## src/rtl/core/lfr_pkg.sv

```systemverilog
// lfr_pkg: shared constants and command types for the lru frame replacer
// used by lfr_ctrl, lfr_datapath and lru_frame_replacer
`timescale 1ns / 1ps

package lfr_pkg;

    localparam int NUM_FRAMES_DEF = 64;
    localparam int CAP_W          = 7;
    localparam int ACT_W          = 2;
    localparam int FID_W          = 6;
    localparam logic [CAP_W-1:0] CAP_RESET = 7'd64;

    localparam logic [ACT_W-1:0] ACT_VICTIM = 2'd0;
    localparam logic [ACT_W-1:0] ACT_PIN    = 2'd1;
    localparam logic [ACT_W-1:0] ACT_UNPIN  = 2'd2;
    localparam logic [ACT_W-1:0] ACT_NOP    = 2'd3;

    // controller to datapath
    typedef struct packed {
        logic load;      // capture request
        logic rd_links;  // read links of target frame
        logic apply;     // unlink update
        logic done;      // push update and present result
    } lfr_cmd_t;

endpackage

```

## src/rtl/core/lfr_ram.sv

```systemverilog
// lfr_ram: generic single write, single read ram with registered read
// no dependencies
`timescale 1ns / 1ps

module lfr_ram #(
    parameter int WIDTH = 8,
    parameter int DEPTH = 16
) (
    input  logic                     clk,
    input  logic                     we,
    input  logic [$clog2(DEPTH)-1:0] waddr,
    input  logic [WIDTH-1:0]         wdata,
    input  logic [$clog2(DEPTH)-1:0] raddr,
    output logic [WIDTH-1:0]         rdata
);

    logic [WIDTH-1:0] mem [DEPTH];

    always_ff @(posedge clk)
    begin
        if (we)
        begin
            mem[waddr] <= wdata;
        end
        rdata <= mem[raddr];
    end

endmodule

```

## src/rtl/core/lfr_ctrl.sv

```systemverilog
// lfr_ctrl: sequencing state machine for one request
// depends on lfr_pkg
`timescale 1ns / 1ps

module lfr_ctrl
    import lfr_pkg::*;
(
    input  logic     clk,
    input  logic     rst_n,
    input  logic     start,
    output logic     busy,
    output lfr_cmd_t cmd
);

    localparam logic [1:0] S_IDLE = 2'd0;
    localparam logic [1:0] S_READ = 2'd1;
    localparam logic [1:0] S_WAIT = 2'd2;
    localparam logic [1:0] S_DONE = 2'd3;

    logic [1:0] state_reg, state_next;

    always_comb
    begin
        state_next = state_reg;
        unique case (state_reg)
            S_IDLE: if (start) state_next = S_READ;
            S_READ: state_next = S_WAIT;
            S_WAIT: state_next = S_DONE;
            S_DONE: state_next = S_IDLE;
            default: state_next = S_IDLE;
        endcase
    end

    always_ff @(posedge clk or negedge rst_n)
    begin
        if (!rst_n)
        begin
            state_reg <= S_IDLE;
        end
        else
        begin
            state_reg <= state_next;
        end
    end

    assign busy         = (state_reg != S_IDLE);
    assign cmd.load     = (state_reg == S_IDLE) && start;
    assign cmd.rd_links = (state_reg == S_READ);
    assign cmd.apply    = (state_reg == S_WAIT);
    assign cmd.done     = (state_reg == S_DONE);

    a_one_cmd: assert property (@(posedge clk) disable iff (!rst_n)
        $onehot0({cmd.load, cmd.rd_links, cmd.apply, cmd.done}))
        else $error("overlapping commands");
    a_seq: assert property (@(posedge clk) disable iff (!rst_n)
        cmd.load |=> cmd.rd_links ##1 cmd.apply ##1 cmd.done)
        else $error("bad sequence");
    a_busy: assert property (@(posedge clk) disable iff (!rst_n)
        cmd.done |-> busy)
        else $error("done while idle");

endmodule

```

## src/rtl/core/lfr_datapath.sv

```systemverilog
// lfr_datapath: list links in ram, head/tail/count registers, result registers
// depends on lfr_pkg and lfr_ram
`timescale 1ns / 1ps

module lfr_datapath
    import lfr_pkg::*;
#(
    parameter int NUM_FRAMES = NUM_FRAMES_DEF
) (
    input  logic             clk,
    input  logic             rst_n,
    input  lfr_cmd_t         cmd,
    input  logic [ACT_W-1:0] action,
    input  logic [FID_W-1:0] frame_num,
    input  logic [CAP_W-1:0] cap,
    output logic             victim_valid,
    output logic [FID_W-1:0] victim_frame,
    output logic             overflow_drop,
    output logic [CAP_W-1:0] tracked_count
);

    localparam int AW = $clog2(NUM_FRAMES);
    localparam int CW = $clog2(NUM_FRAMES + 1);

    logic [NUM_FRAMES-1:0] in_list_reg;
    logic [AW-1:0]  newest_reg, oldest_reg;
    logic [CW-1:0]  count_reg;
    logic [AW-1:0]  frame_reg;
    logic           vv_reg, drop_reg;
    logic [FID_W-1:0] vf_reg;

    // decided at load
    logic           do_rm_reg, do_push_reg;
    logic [AW-1:0]  rm_reg;
    logic           ld_rm, ld_push, ld_vv, ld_drop;
    logic [AW-1:0]  ld_rm_frame;

    // link rams: read rm frame links
    logic           nw_we, od_we, nw_we2, od_we2;
    logic [AW-1:0]  nw_waddr, od_waddr;
    logic [AW-1:0]  nw_wdata, od_wdata;
    logic [AW-1:0]  nw_rdata, od_rdata;

    // second phase writes (push) done in done cycle
    logic [AW-1:0]  newest_mid, oldest_mid;
    logic [CW-1:0]  count_mid;

    logic           fid_ok;
    logic [AW-1:0]  fid;
    logic [CW-1:0]  cap_eff;
    logic           full;

    assign fid_ok = ({{(32-FID_W){1'b0}}, frame_num} < NUM_FRAMES);
    assign fid    = AW'(frame_num);
    assign cap_eff = (cap == '0) ? CW'(1) :
                     ({{(32-CAP_W){1'b0}}, cap} > NUM_FRAMES) ? CW'(NUM_FRAMES) : CW'(cap);
    assign full   = (count_reg >= cap_eff) && (count_reg != '0);

    // request decode at load
    always_comb
    begin
        ld_rm       = 1'b0;
        ld_push     = 1'b0;
        ld_vv       = 1'b0;
        ld_drop     = 1'b0;
        ld_rm_frame = fid;
        unique case (action)
            ACT_VICTIM:
            begin
                if (count_reg != '0)
                begin
                    ld_rm       = 1'b1;
                    ld_rm_frame = oldest_reg;
                    ld_vv       = 1'b1;
                end
            end
            ACT_PIN:
                ld_rm = fid_ok && in_list_reg[fid];
            ACT_UNPIN:
            begin
                if (fid_ok && !in_list_reg[fid])
                begin
                    ld_push = 1'b1;
                    if (full)
                    begin
                        ld_rm       = 1'b1;
                        ld_rm_frame = oldest_reg;
                        ld_vv       = 1'b1;
                        ld_drop     = 1'b1;
                    end
                end
            end
            default: ;
        endcase
    end

    // unlink results computed combinationally in apply cycle
    always_comb
    begin
        newest_mid = newest_reg;
        oldest_mid = oldest_reg;
        count_mid  = count_reg;
        nw_we = 1'b0; od_we = 1'b0;
        nw_waddr = '0; od_waddr = '0; nw_wdata = '0; od_wdata = '0;
        if (cmd.apply && do_rm_reg)
        begin
            if (rm_reg == newest_reg) newest_mid = od_rdata;
            else
            begin
                od_we = 1'b1; od_waddr = nw_rdata; od_wdata = od_rdata;
            end
            if (rm_reg == oldest_reg) oldest_mid = nw_rdata;
            else
            begin
                nw_we = 1'b1; nw_waddr = od_rdata; nw_wdata = nw_rdata;
            end
            count_mid = count_reg - CW'(1);
            if (count_mid == '0)
            begin
                newest_mid = '0;
                oldest_mid = '0;
            end
        end
        nw_we2 = 1'b0; od_we2 = 1'b0;
        if (cmd.done && do_push_reg)
        begin
            od_we2 = (count_reg != '0);
            nw_we2 = (count_reg != '0);
        end
    end

    lfr_ram #(.WIDTH(AW), .DEPTH(NUM_FRAMES)) u_newer (
        .clk  (clk),
        .we   (nw_we | nw_we2),
        .waddr(nw_we2 ? newest_reg : nw_waddr),
        .wdata(nw_we2 ? frame_reg : nw_wdata),
        .raddr(rm_reg),
        .rdata(nw_rdata)
    );

    lfr_ram #(.WIDTH(AW), .DEPTH(NUM_FRAMES)) u_older (
        .clk  (clk),
        .we   (od_we | od_we2),
        .waddr(od_we2 ? frame_reg : od_waddr),
        .wdata(od_we2 ? newest_reg : od_wdata),
        .raddr(rm_reg),
        .rdata(od_rdata)
    );

    always_ff @(posedge clk or negedge rst_n)
    begin
        if (!rst_n)
        begin
            in_list_reg  <= '0;
            newest_reg   <= '0;
            oldest_reg   <= '0;
            count_reg    <= '0;
            do_rm_reg    <= 1'b0;
            do_push_reg  <= 1'b0;
            victim_valid <= 1'b0;
            victim_frame <= '0;
            overflow_drop <= 1'b0;
            tracked_count <= '0;
            frame_reg <= '0;
            rm_reg <= '0;
            vv_reg <= 1'b0;
            drop_reg <= 1'b0;
            vf_reg <= '0;
        end
        else
        begin
            if (cmd.load)
            begin
                frame_reg   <= fid;
                rm_reg      <= ld_rm_frame;
                do_rm_reg   <= ld_rm;
                do_push_reg <= ld_push;
                vv_reg      <= ld_vv;
                drop_reg    <= ld_drop;
                vf_reg      <= ld_vv ? FID_W'(oldest_reg) : '0;
            end
            if (cmd.apply)
            begin
                newest_reg <= newest_mid;
                oldest_reg <= oldest_mid;
                count_reg  <= count_mid;
                if (do_rm_reg) in_list_reg[rm_reg] <= 1'b0;
            end
            if (cmd.done)
            begin
                if (do_push_reg)
                begin
                    if (count_reg == '0) oldest_reg <= frame_reg;
                    newest_reg <= frame_reg;
                    in_list_reg[frame_reg] <= 1'b1;
                    count_reg <= count_reg + CW'(1);
                end
                victim_valid  <= vv_reg;
                victim_frame  <= vf_reg;
                overflow_drop <= drop_reg;
                tracked_count <= CAP_W'(count_reg + (do_push_reg ? CW'(1) : CW'(0)));
            end
            else
            begin
                victim_valid  <= 1'b0;
                overflow_drop <= 1'b0;
                victim_frame  <= '0;
            end
        end
    end

    a_drop_valid: assert property (@(posedge clk) disable iff (!rst_n)
        overflow_drop |-> victim_valid)
        else $error("drop without victim");
    a_count_max: assert property (@(posedge clk) disable iff (!rst_n)
        count_reg <= CW'(NUM_FRAMES))
        else $error("count overrun");
    a_empty: assert property (@(posedge clk) disable iff (!rst_n)
        (count_reg == '0) |-> (in_list_reg == '0))
        else $error("tracked bits set while empty");

endmodule

```

## src/rtl/core/lru_frame_replacer.sv

```systemverilog
// channel   | signals                                             | dir
// request   | start, busy, action, frame_num                      | in (busy: out)
// result    | done, victim_valid, victim_frame, overflow_drop,    | out
//           | tracked_count                                       |
// config    | cap_we, cap_wdata                                   | in
// each request steps through capture, link read, unlink, then push and result
// the registered read of the link ram sets the link read cycle
// busy is high from the cycle after start until the result word is shown
// done pulses for one cycle; the receiver cannot stall
// reset is asynchronous and clears the list; no clearing pass is needed
`timescale 1ns / 1ps

module lru_frame_replacer
    import lfr_pkg::*;
#(
    parameter int NUM_FRAMES = NUM_FRAMES_DEF
) (
    input  logic             clk,
    input  logic             rst_n,
    input  logic             start,
    output logic             busy,
    input  logic [ACT_W-1:0] action,
    input  logic [FID_W-1:0] frame_num,
    input  logic             cap_we,
    input  logic [CAP_W-1:0] cap_wdata,
    output logic             done,
    output logic             victim_valid,
    output logic [FID_W-1:0] victim_frame,
    output logic             overflow_drop,
    output logic [CAP_W-1:0] tracked_count
);

    logic [CAP_W-1:0] cap_reg;
    lfr_cmd_t         cmd;
    logic             done_reg;

    always_ff @(posedge clk or negedge rst_n)
    begin
        if (!rst_n)
        begin
            cap_reg  <= CAP_RESET;
            done_reg <= 1'b0;
        end
        else
        begin
            if (cap_we) cap_reg <= cap_wdata;
            done_reg <= cmd.done;
        end
    end

    assign done = done_reg;

    lfr_ctrl u_ctrl (
        .clk  (clk),
        .rst_n(rst_n),
        .start(start),
        .busy (busy),
        .cmd  (cmd)
    );

    lfr_datapath #(.NUM_FRAMES(NUM_FRAMES)) u_dp (
        .clk          (clk),
        .rst_n        (rst_n),
        .cmd          (cmd),
        .action       (action),
        .frame_num    (frame_num),
        .cap          (cap_reg),
        .victim_valid (victim_valid),
        .victim_frame (victim_frame),
        .overflow_drop(overflow_drop),
        .tracked_count(tracked_count)
    );

endmodule
```

## config.mk

```make
export PLATFORM = sky130hd
export DESIGN_NAME = lru_frame_replacer
export DESIGN_NICKNAME = d
export VERILOG_FILES = /design/src/rtl/core/lfr_pkg.sv /design/src/rtl/core/lfr_ram.sv /design/src/rtl/core/lfr_ctrl.sv /design/src/rtl/core/lfr_datapath.sv /design/src/rtl/core/lru_frame_replacer.sv
export SDC_FILE = /design/constraint.sdc
export NUM_CORES = 1
export LEC_CHECK = 0
export ABC_CLOCK_PERIOD_IN_PS = 3800
export BUFFER_PORTS_ARGS = -buffer_cell sky130_fd_sc_hd__buf_2
export CELL_PAD_IN_SITES_DETAIL_PLACEMENT = 1
export CELL_PAD_IN_SITES_GLOBAL_PLACEMENT = 2
export CORE_ASPECT_RATIO = 1.2
export CORE_MARGIN = 3
export CORE_UTILIZATION = 45
export CTS_CLUSTER_DIAMETER = 40
export DETAILED_ROUTE_END_ITERATION = 7
export PLACE_DENSITY = 0.82
export SYNTH_ARGS = -nofsm -noshare
export SYNTH_HDL_FRONTEND = slang
export SYNTH_SLANG_ARGS = --single-unit
```

## constraint.sdc

```tcl
create_clock -name clk -period 3.8 [get_ports clk]
set_input_delay 0.76 -clock clk [delete_from_list [all_inputs] [get_ports clk]]
set_output_delay 0.76 -clock clk [all_outputs]
set_load 0.02 [all_outputs]
```

==> summary.txt <==
Pwr
  – Peak VDD IR: 0.4115 mV
  – Cell Pwr Density: 723.2 nW/um^2
  – Pleak: 14.01 nW

Min path
  – Hold path startpoint: cap_wdata[6]
  – Worst Hold Depth: 3
  – Worst hold path type: input port to register
  – Hold Path End: cap_reg[6]$_DFFE_PN1P_

Floorplan
  – Die area: 81900 um^2
  – Chip Width: 261.8 um
  – Core area: 77080 um^2
  – IO Pins: 36
  – Die Y-Extent: 312.9 um
  – Rows: 111
  – Starting Density: 45.82%

Run
  – Max-cap viol count: 0

Place
  – GP Congestion: 0.8440
  – PortBufs: 35
  – Setup slack at placement: 0.2281 ns
  – Final HPWL DP: 69920 um
  – Post-Place Cells: 3373

Setup path
  – Worst Reg-to-Reg Cells: 7
  – CP Class: register to register
  – CP max FO: 10
  – Crit path DAT: 3.85 ns
  – CP startpoint kind: register
  – Worst Setup End Kind: register
  – Critical path startpoint: u_dp.count_reg[0]$_DFF_PN0_
  – Worst endpoint required time: 4.10 ns
  – Reg2reg setup slack: 0.24 ns
  – Worst R2R End: u_dp.u_newer.mem[63][3]$_DFFE_PP_
  – Reg-to-Reg Start: u_dp.count_reg[0]$_DFF_PN0_

Clocking
  – Post-CTS setup buffers: 0
  – Post-CTS sizing: 0
  – CTS tree: yes
  – CTS Buffer Depth: 3
  – CTS Hold Buffers Added: 1
  – Root buffer cell: clkbuf_16
  – CTS buffer count: 99
  – Sinks on Clock Net: 910
  – Clk_lat worst skew: 0.67 ns
  – CTS clk-pin slew, worst paths: 0.06 ns
  – H-tree level count: 3

Logic synthesis
  – Register area share after synthesis: 75.19%
  – Top cells by count, synth: 768 x edfxtp_1, 229 x a22oi_1, 172 x nor2_1, 166 x o21ai_0, 129 x dfrtp_1
  – Number of synthesized register bits: 910
  – Synth Cell Area: 35320 um^2
  – Area contributors post-synth: edfxtp_1 65%, dfrtp_1 9.1%, a22oi_1 4.9%
  – Post-synth EDFFs: 768
  – Synthesized netlist cell count: 2278
  – Synthesized net count: 2313
  – Library cells used by synthesis: 66
  – Post-synth ARST share: 14.29%
  – Yosys top cell by area: edfxtp_1
  – Most common cell in the netlist: edfxtp_1
  – Ys flop type: edfxtp_1
  – Yosys warning count: 0
  – Syn_area_per_cell: 15.51 um^2
  – Post-synth top area share: 65.29%

Routing
  – 1st-pass router iterations: 5
  – Via Count: 23078
  – Routed wire per std cell: 31.15 um
  – DRC: 0
  – Final ANT Viol Nets: 0
  – Drt via density: 6.484
  – Initial DRC count: 2622
  – Wirelength, routed: 110900 um

Finish
  – Fin cells: 3559
  – Final net count: 2494
  – Area growth, synth to finish: 16.54%
  – Layout cells sized above 1: 17.17%

STA
  – Min Tclk post-route: 3.559 ns
  – Setup ws final: 0.2415 ns
  – RSZ-0062 raised after global routing: no
  – Fmax: 281.0 MHz
  – Clock Skews: 0.02343 ns
  – Final setup violation count: 0
  – Worst rel slew slack: 14.74%
  – Slew Viols, Final: 0
  – Final Hold Fails: 0
  – Worst slew pin tran: 1.279 ns
  – Final Cycle Share: 93.64%
  – Setup TNS: 0 ns

Global route
  – First-pass GRT wire length: 162800 um
  – Largest net degree at the start of global routing: 109
  – Initial antenna violation count: 1
  – Total gr overflow: 0
  – GRT Util Overall: 27.00%
  – Via count of the first global-routing pass: 24311

Status
  – Outcome: complete, no violations
-- worst max-delay path, cell delays in order, from the launching register on --
cell and delay [ns]:
dfrtp_1 0.45, inv_1 0.15, ha_1 0.35, a31oi_4 0.25, nor3_2 0.65, a22o_1 0.32
nand3_1 0.38, nor2_1 0.63
-- power breakdown --
| group | leakage, nW | internal, mW | switching, mW |
|---|---|---|---|
| combinational | 3.37 | 2.49 | 5.35 |
| clock | 1.55 | 5.43 | 4.11 |
| sequential | 9.09 | 11.8 | 0.603 |
| total | 14.0 | 19.7 | 10.1 |
-- how the worst max path moves through the flow --
| stage | endpoint | slack [ns] | cells past startpoint |
|---|---|---|---|
| floorplan | u_dp.u_newer.mem[0][3]$_DFFE_PP_ | 0.50 | 7 |
| global placement | u_dp.rm_reg[4]$_DFFE_PN0P_ | 0.24 | 10 |
| detailed placement | u_dp.rm_reg[1]$_DFFE_PN0P_ | 0.23 | 10 |
| CTS | u_dp.rm_reg[1]$_DFFE_PN0P_ | 0.28 | 12 |
| global route | u_dp.u_newer.mem[18][2]$_DFFE_PP_ | 0.002 | 7 |
| finish | u_dp.u_newer.mem[63][3]$_DFFE_PP_ | 0.24 | 7 |
-- metal layers --
metal	share of wire [%]	global-route usage [%]
met2	50	45.03
met3	7.7	4.501
met1	38	34.20
met5	0	0
met4	4.9	13.23
-- placed cells by master (no fill, tap or decap), types with 16 or more instances in the layout --
| cell | instances |
|---|---|
| nand2_1 | 100 |
| buf_4 | 169 |
| a22o_1 | 94 |
| a221oi_1 | 82 |
| edfxtp_1 | 768 |
| nor2_1 | 171 |
| clkbuf_16 | 101 |
| buf_2 | 34 |
| mux2_2 | 16 |
| xnor2_1 | 17 |
| mux2i_1 | 16 |
| a31oi_1 | 77 |
| a21oi_1 | 17 |
| dfrtp_1 | 129 |
| buf_12 | 20 |
| ha_1 | 16 |
| o21ai_0 | 166 |
| nand3_1 | 34 |
| a22oi_1 | 229 |
-- cell families after synthesis --
logic type	after synthesis	share of synthesized area, %
AO/OA/AOI/OAI	727	14.69
AND/OR/NAND/NOR	400	5.133
adder cells (fa/ha/maj)	16	0.5668
XOR/XNOR	23	0.5703
multiplexers	47	2.058
buffers and inverters	155	1.796
flip-flops	910	75.19
-- through the flow --
stage	utilization [%]	hold slack (ns)	power, mW	cell area, um^2
after floorplan	-	0.4311	16.49	35320
after global placement	49.16	0.4599	19.93	37890
after detailed placement	49.16	0.4668	20.23	37890
after CTS	53.37	0.3012	29.74	41140
after global routing	53.40	0.3172	30.77	41160
final	53.40	0.3292	29.77	41160
-- area by class of cell --
class                      count  area [um^2]
antenna                        2        5.005
clock buffer                 113         2582
clock inverter                69        654.4
fill                        7255        35920
inverter                      11        41.29
multi-input combinational   1213         8202
sequential                   910        26560
tap                         1017         1272
timing repair buffer         224         1849
No activity file was read; power rests on OpenSTA's default activity.
